## config.mk

```make
export PLATFORM = sky130hd
export DESIGN_NAME = digit_string_stepper
export DESIGN_NICKNAME = d
export VERILOG_FILES = /design/src/design/dss_pkg.sv /design/src/design/dss_cfg.sv /design/src/design/dss_digit.sv /design/src/design/digit_string_stepper.sv
export VERILOG_INCLUDE_DIRS = /design/src /design/src/design
export SDC_FILE = /design/constraint.sdc
export NUM_CORES = 1
export LEC_CHECK = 0
export BUFFER_PORTS_ARGS = -buffer_cell sky130_fd_sc_hd__buf_2
export CORE_MARGIN = 4
export CORE_UTILIZATION = 27
export DETAILED_ROUTE_END_ITERATION = 8
export PLACE_DENSITY = 0.51
export SKIP_CTS_REPAIR_TIMING = 1
export SLEW_MARGIN = 10
export SYNTH_ARGS = -nofsm -noshare
export SYNTH_HDL_FRONTEND = slang
export SYNTH_SLANG_ARGS = --single-unit
export TNS_END_PERCENT = 100
```

## constraint.sdc

```tcl
create_clock -name clk -period 15.2 [get_ports clk]
set_input_delay 2.28 -clock clk [delete_from_list [all_inputs] [get_ports clk]]
set_output_delay 2.28 -clock clk [all_outputs]
set_load 0.05 [all_outputs]
```

## src/design/digit_string_stepper_defines.svh

```systemverilog
// Assertion macros used by the top-level design file
`ifndef DIGIT_STRING_STEPPER_DEFINES_SVH
`define DIGIT_STRING_STEPPER_DEFINES_SVH

// same-cycle implication
`define DSS_ASSERT_NOW(label, ante, cons) \
	label: assert property (@(posedge clk) disable iff (!arst_n) (ante) |-> (cons)) \
		else $error("dss assertion failed");

// next-cycle implication
`define DSS_ASSERT_NEXT(label, ante, cons) \
	label: assert property (@(posedge clk) disable iff (!arst_n) (ante) |=> (cons)) \
		else $error("dss assertion failed");

`endif

```

## src/design/dss_pkg.sv

```systemverilog
package dss_pkg;

	localparam int CODE_W = 16;
	localparam int PEND_W = 5;
	localparam int STEP_W = 6;
	localparam int CFG_IDX_W = 2;

	localparam logic [CFG_IDX_W-1:0] CFG_STEP       = 2'd0;
	localparam logic [CFG_IDX_W-1:0] CFG_RADIX_HEX  = 2'd1;
	localparam logic [CFG_IDX_W-1:0] CFG_SKIP_OTHER = 2'd2;

	localparam logic signed [STEP_W-1:0] STEP_RESET = 6'sd1;

	localparam logic [7:0] CH_ZERO  = 8'h30;
	localparam logic [7:0] CH_NINE  = 8'h39;
	localparam logic [7:0] CH_UP_A  = 8'h41;
	localparam logic [7:0] CH_UP_F  = 8'h46;
	localparam logic [7:0] CH_LOW_A = 8'h61;
	localparam logic [7:0] CH_LOW_F = 8'h66;

	localparam logic [PEND_W-1:0] PEND_MAX = 5'd16;

	typedef struct packed {
		logic signed [STEP_W-1:0] step;
		logic                     radix_hex;
		logic                     skip_other;
	} cfg_t;

	// running per-string state
	typedef struct packed {
		logic [PEND_W-1:0] pend;
		logic              at_start;
		logic              seen_invalid;
	} run_t;

endpackage

```

## src/design/dss_cfg.sv

```systemverilog
module dss_cfg (
	input  logic                          clk,
	input  logic                          arst_n,
	input  logic                          we,
	input  logic [dss_pkg::CFG_IDX_W-1:0] index,
	input  logic [dss_pkg::STEP_W-1:0]    data,
	output dss_pkg::cfg_t                 cfg
);
	import dss_pkg::*;

	cfg_t cfg_q;

	always_ff @(posedge clk or negedge arst_n) begin
		if (!arst_n) begin
			cfg_q.step       <= STEP_RESET;
			cfg_q.radix_hex  <= 1'b1;
			cfg_q.skip_other <= 1'b0;
		end else if (we) begin
			unique case (index)
				CFG_STEP:       cfg_q.step       <= $signed(data);
				CFG_RADIX_HEX:  cfg_q.radix_hex  <= data[0];
				CFG_SKIP_OTHER: cfg_q.skip_other <= data[0];
				default: ;
			endcase
		end
	end

	assign cfg = cfg_q;

endmodule

```

## src/design/dss_digit.sv

```systemverilog
module dss_digit (
	input  dss_pkg::cfg_t               cfg,
	input  logic [dss_pkg::CODE_W-1:0]  code_in,
	input  logic                        last,
	input  dss_pkg::run_t               run_in,
	output logic [dss_pkg::CODE_W-1:0]  code_out,
	output logic                        acc,
	output dss_pkg::run_t               run_out
);
	import dss_pkg::*;

	logic [7:0]              lo;
	logic                    hi_zero, is_dec, is_up, is_low, is_digit;
	logic [3:0]              dval;
	logic                    neg, step_ok;
	logic signed [STEP_W:0]  limit;
	logic [STEP_W-1:0]       mag;
	logic [PEND_W-1:0]       pend_eff, pend_nx;
	logic                    seen_eff, seen_nx;
	logic signed [6:0]       s_raw, radix, s_fix;
	logic [7:0]              dig_lo;
	logic [CODE_W-1:0]       dig_code;

	always_comb begin
		lo      = code_in[7:0];
		hi_zero = (code_in[CODE_W-1:8] == '0);
		is_dec  = hi_zero && (lo >= CH_ZERO) && (lo <= CH_NINE);
		is_up   = cfg.radix_hex && hi_zero && (lo >= CH_UP_A) && (lo <= CH_UP_F);
		is_low  = cfg.radix_hex && hi_zero && (lo >= CH_LOW_A) && (lo <= CH_LOW_F);
		is_digit = is_dec || is_up || is_low;

		priority if (is_dec) dval = 4'(lo - CH_ZERO);
		else if (is_up)      dval = 4'(lo - CH_UP_A + 8'd10);
		else if (is_low)     dval = 4'(lo - CH_LOW_A + 8'd10);
		else                 dval = 4'd0;

		neg     = cfg.step[STEP_W-1];
		limit   = cfg.radix_hex ? 7'sd16 : 7'sd10;
		step_ok = (cfg.step != '0) && ($signed({cfg.step[STEP_W-1], cfg.step}) <= limit)
			&& ($signed({cfg.step[STEP_W-1], cfg.step}) >= -limit);
		mag     = neg ? STEP_W'(-cfg.step) : STEP_W'(cfg.step);

		pend_eff = run_in.at_start ? (step_ok ? mag[PEND_W-1:0] : '0) : run_in.pend;
		seen_eff = run_in.at_start ? 1'b0 : run_in.seen_invalid;

		radix = cfg.radix_hex ? 7'sd16 : 7'sd10;
		s_raw = neg ? $signed({3'b000, dval}) - $signed({2'b00, pend_eff})
			: $signed({3'b000, dval}) + $signed({2'b00, pend_eff});

		if (s_raw >= radix) begin
			s_fix   = s_raw - radix;
			pend_nx = 5'd1;
		end else if (s_raw < 0) begin
			s_fix   = s_raw + radix;
			pend_nx = 5'd1;
		end else begin
			s_fix   = s_raw;
			pend_nx = '0;
		end
		// radix dropped mid-string can leave a negative value below '0'
		dig_lo   = (s_fix < 7'sd10) ? CH_ZERO + {s_fix[6], s_fix}
			: CH_UP_A + {s_fix[6], s_fix} - 8'd10;
		dig_code = CODE_W'(dig_lo);

		code_out = code_in;
		seen_nx  = seen_eff;
		if (!is_digit) begin
			pend_nx = pend_eff;
			if (!cfg.skip_other) seen_nx = 1'b1;
		end else if (pend_eff == '0) begin
			pend_nx = '0;
		end else begin
			code_out = dig_code;
		end

		acc = last && step_ok && !seen_nx;
		if (last) begin
			run_out.pend         = '0;
			run_out.seen_invalid = 1'b0;
			run_out.at_start     = 1'b1;
		end else begin
			run_out.pend         = pend_nx;
			run_out.seen_invalid = seen_nx;
			run_out.at_start     = 1'b0;
		end
	end

endmodule

```

## src/design/digit_string_stepper.sv

```systemverilog
// Requests enter s1, are stepped, and are registered in s2 for the m_ side.
// Throughput: one character per cycle unless m_tready stalls; the only loop
// is the pending-carry register feeding the next character's digit adder.
// Reset: arst_n asynchronous active low; clears both valid stages, the carry
// state, and loads step=1, radix_hex=1, skip_other=0.
`include "digit_string_stepper_defines.svh"

module digit_string_stepper #(
	parameter int CHAR_BITS = 16
) (
	input  logic                          clk,
	input  logic                          arst_n,
	input  logic                          cfg_we,
	input  logic [dss_pkg::CFG_IDX_W-1:0] cfg_index,
	input  logic [dss_pkg::STEP_W-1:0]    cfg_data,
	input  logic                          s_tvalid,
	output logic                          s_tready,
	input  logic [15:0]                   s_tdata,  // [15:0] char_code
	input  logic                          s_tlast,  // leftmost
	output logic                          m_tvalid,
	input  logic                          m_tready,
	output logic [15:0]                   m_tdata,  // [15:0] out_code
	output logic                          m_tlast,  // string_end
	output logic                          m_tuser   // [0] accepted
);
	import dss_pkg::*;

	cfg_t              cfg;
	run_t              run_q, run_nx;
	logic              valid_s1, last_s1;
	logic [CODE_W-1:0] code_s1;
	logic              valid_s2, last_s2, acc_s2;
	logic [CODE_W-1:0] code_s2;
	logic [CODE_W-1:0] code_nx, code_masked;
	logic              acc_nx, adv;

	dss_cfg u_cfg (
		.clk    (clk),
		.arst_n (arst_n),
		.we     (cfg_we),
		.index  (cfg_index),
		.data   (cfg_data),
		.cfg    (cfg)
	);

	assign adv      = valid_s1 && (!valid_s2 || m_tready);
	assign s_tready = !valid_s1 || adv;

	always_comb begin
		code_masked = '0;
		code_masked[CHAR_BITS-1:0] = s_tdata[CHAR_BITS-1:0];
	end

	always_ff @(posedge clk or negedge arst_n) begin
		if (!arst_n) begin
			valid_s1 <= 1'b0;
		end else if (s_tready) begin
			valid_s1 <= s_tvalid;
		end
	end

	always_ff @(posedge clk) begin
		if (s_tvalid && s_tready) begin
			code_s1 <= code_masked;
			last_s1 <= s_tlast;
		end
	end

	dss_digit u_digit (
		.cfg      (cfg),
		.code_in  (code_s1),
		.last     (last_s1),
		.run_in   (run_q),
		.code_out (code_nx),
		.acc      (acc_nx),
		.run_out  (run_nx)
	);

	always_ff @(posedge clk or negedge arst_n) begin
		if (!arst_n) begin
			run_q.pend         <= '0;
			run_q.at_start     <= 1'b1;
			run_q.seen_invalid <= 1'b0;
			valid_s2           <= 1'b0;
		end else begin
			if (adv) run_q <= run_nx;
			if (adv) valid_s2 <= 1'b1;
			else if (m_tready) valid_s2 <= 1'b0;
		end
	end

	always_ff @(posedge clk) begin
		if (adv) begin
			code_s2 <= code_nx;
			last_s2 <= last_s1;
			acc_s2  <= acc_nx;
		end
	end

	assign m_tvalid = valid_s2;
	assign m_tdata  = code_s2;
	assign m_tlast  = last_s2;
	assign m_tuser  = acc_s2;

	`DSS_ASSERT_NOW(a_acc_on_end, m_tvalid && m_tuser, m_tlast)
	`DSS_ASSERT_NEXT(a_end_resets_run, adv && last_s1,
		run_q.at_start && (run_q.pend == '0) && !run_q.seen_invalid)
	`DSS_ASSERT_NOW(a_pend_bounded, 1'b1, run_q.pend <= PEND_MAX)
	`DSS_ASSERT_NOW(a_start_no_pend, run_q.at_start, (run_q.pend == '0) && !run_q.seen_invalid)

endmodule

```

==> run_results.csv <==
group,metric,value,unit
routing,vias_per_cell,4.88,
power_and_ir_drop,swShare,42.3,%
placement,placedCellCount,545,
grt,grt_first_pass_wirelength,13.1,mm
power_and_ir_drop,power_density,166,nW/um^2
logic_synthesis,synth_top_area_share,29.7,%
die,initial_core_util,27.8,%
critical_path,cp_data_required_time,15.31,ns
timing,holdWs,0.454,ns
routing,drtAntennaViolNets,0,
hold_path,whs_path_depth,0,
placement,io_buffers,49,
critical_path,path_max_fanout,8,
timing,skew,0.00528,ns
routing,drt-total-wl,8.09,mm
placement,hpwl,6.40,mm
logic_synthesis,synth-edff-count,35,
die,die-area,15000,sq um
die,rows,41,
logic_synthesis,ys_seq_elements,52,
power_and_ir_drop,switchingPower,0.288,mW
timing,fmax,0.143,GHz
logic_synthesis,synth_ff_type,"edfxtp_1",
layout,utilization,32.3,%
logic_synthesis,yosysMostFrequentCell,"edfxtp_1",
timing,setup_viol,0,
grt,grtUsageTotal,10.8,%
routing,drc,0,
cts,cts.sinks,52,
routing,num_vias,2699,
cts,clk_pin_slew,0.07,ns
power_and_ir_drop,seqPwrFrac,27.1,%
logic_synthesis,synth_cell_types,74,
die,ios,50,
cts,cts_made_buffers,5,
grt,antenna_found_initial,0,
grt,grt_overflow,0,
timing,worst_pin_slew,0.895,ns
critical_path,path_class,"register to register",
critical_path,cp_top_family,"compound AO/OA/AOI/OAI gates",
logic_synthesis,synth.largest_area_cell,"edfxtp_1",
layout,antennaDiodeCount,0,
die,fp.dieH,122,um
timing,period_share,46.1,%
logic_synthesis,avgSynthCellArea,10.4,sq um
timing,hold_viol,0,
layout,nets,441,
timing,maxSlewHeadroom,40.2,%
critical_path,max_stage_delay,0.64,ns
cts,htree_levels,2,
critical_path,path_cells,"inv_1 -> ha_1 -> o21a_1 -> o311ai_0 -> nand3_1 -> a22oi_1 -> inv_1 -> fa_1 -> or3b_2 -> o2111ai_1 -> o21ai_0 -> a21boi_0 -> or2_2 -> ha_1 -> o21ai_0 -> a31o_4 -> nor3_1 -> mux2_2 -> inv_1 -> ha_1 -> o311ai_0 -> nor3b_1 -> and3_1 -> o31ai_1",
outcome,outcome,"complete, no violations",
grt,grt_max_degree,22,
routing,first_pass_iters,4,
run,maxCapViolCount,0,
layout,finalInstanceArea,4110,sq um
timing,maxSlewViolCount,0,
grt,first_global_vias,2603,
power_and_ir_drop,power_frac_clock,19.0,%
power_and_ir_drop,p_leak,1.72,nW
critical_path,cp-end-kind,"register",
critical_path,reg2regPathDepth,24,
cts,clk_path_buf_depth,2,
critical_path,crit_slowest_cell,"dfstp_2",
cts,cts_root_buffer,"clkbuf_16",
logic_synthesis,syn-num-nets,400,
cts,clk_latency,0.29,ns
routing,wire_per_inst,14.6,um
hold_path,min_path_type,"register to register",
layout,syn_to_final_growth,16.1,%
logic_synthesis,yosysWarnings,0,
die,die_width,122,um
routing,drtIter0Drc,147,
cts,cts_tree,"done",
layout,fill_cells,1347,
logic_synthesis,synth.area.top_cells,"edfxtp_1, ha_1, dfrtp_1",
logic_synthesis,syn_area,3540,sq um
placement,gp_congestion,0.869,
logic_synthesis,synthCells,339,
logic_synthesis,async_flop_share,32.7,%
timing,fin_crit,7.01,ns
power_and_ir_drop,vdd.ir_drop.worst,0.0000608,V
layout,drive_above_1_share,22.0,%
power_and_ir_drop,pwr-share-comb,53.9,%
logic_synthesis,synth_seq_area_share,41.8,%
critical_path,crit_arrival,7.13,ns
critical_path,cp.depth,24,
logic_synthesis,synth.top_cells.by_count,"edfxtp_1, ha_1, nand2_1, inv_1",
timing,rsz0062_at_grt,"false",
timing,setup_tns,0,ns
placement,placed_cell_area,3930,sq um
power_and_ir_drop,p_int,0.393,mW
critical_path,path_buf_inv,3,
die,core_area,12700,sq um
critical_path,start_kind,"register",
layout,layoutNonFillerInstCount,553,
-- cells in the final DEF (no fill, tap or decap), drive strengths merged, types with 4 or more instances in the layout --
| cell | count |
|---|---|
| mux2 | 7 |
| nor2 | 21 |
| a21oi | 10 |
| buf | 49 |
| nand3 | 8 |
| dfrtp | 14 |
| nand2b | 5 |
| a31oi | 4 |
| inv | 26 |
| nand3b | 5 |
| nor3b | 4 |
| and3 | 5 |
| nand2 | 29 |
| o21ai | 22 |
| edfxtp | 35 |
| clkbuf | 5 |
| o31ai | 12 |
| ha | 29 |
| nor3 | 10 |
| nor2b | 5 |
-- kinds of logic (layout without fill, tap and decap cells) --
group | count (synthesis) | after routing | synth area share (%)
compound gates | 85 | 85 | 20.1
xor+xnor | 6 | 6 | 1.49
fa+ha+maj | 31 | 31 | 11.4
buf+inv | 40 | 82 | 4.46
flops | 52 | 52 | 41.8
mux | 10 | 10 | 3.08
simple gates | 115 | 115 | 17.6
-- registers in the layout, indices dropped and copies added (netlist names) --
name and count:
code_s1 16, m_tlast 1, last_s1 1, valid_s1 1, u_cfg.cfg 8, m_tdata 16
run_q 7, m_tvalid 1, m_tuser 1
-- metrics by stage --
stage / power, mW / setup slack [ns]
6_report: 0.681 / 8.19
5_1_grt: 0.735 / 7.41
4_1_cts: 0.684 / 8.16
3_5_place_dp: 0.552 / 8.20
3_3_place_gp: 0.551 / 8.45
2_1_floorplan: 0.478 / 8.99
-- cell type report --
cell class	count	area, sq um	share of cell area, %
multi-input combinational	247	1900	46.3
sequential	52	1480	36.1
timing repair buffer	49	245	5.97
inverter	25	93.8	2.29
tap	172	215	5.24
clock buffer	5	125	3.05
clock inverter	3	46.3	1.13
-- metal layers --
metal,global-route usage [%],share of wire (%),up-vias
li1,-,-,1342
met1,16.0,50,1299
met2,16.6,46,50
met3,2.07,3.8,8
met4,1.75,0.93,0
met5,0,0,-
-- worst paths after layout --
path | endpoint | start | slack (ns)
max in group asynchronous | u_cfg.cfg[1] | arst_n | 12.98
worst min-delay path | m_tdata[12] | code_s1[12] | 0.45
min in group asynchronous | valid_s1 | arst_n | 1.90
worst max register to register | m_tdata[4] | u_cfg.cfg[1] | 8.19
worst max-delay path | m_tdata[4] | u_cfg.cfg[1] | 8.19
worst min register to register | m_tdata[12] | code_s1[12] | 0.45
-- worst register-to-register path: stages (launching register included) --
cell and delay [ns]:
dfstp_2 0.64, inv_1 0.18, ha_1 0.34, o21a_1 0.20, o311ai_0 0.37, nand3_1 0.24, a22oi_1 0.44, inv_1 0.22
fa_1 0.47, or3b_2 0.45, o2111ai_1 0.11, o21ai_0 0.13, a21boi_0 0.18, or2_2 0.35, ha_1 0.34, o21ai_0 0.18
a31o_4 0.28, nor3_1 0.33, mux2_2 0.44, inv_1 0.07, ha_1 0.17, o311ai_0 0.14, nor3b_1 0.18, and3_1 0.18
o31ai_1 0.22
-- power groups by stage --
stage / registers (mW) / clock network [mW] / logic (mW)
detailed placement: 0.188 / 0 / 0.364
global route: 0.187 / 0.139 / 0.409
CTS: 0.185 / 0.132 / 0.367
floorplan: 0.194 / 0 / 0.284
global placement: 0.187 / 0 / 0.364
finish: 0.185 / 0.129 / 0.367
Note: power is estimated with default switching activity, not from simulation.
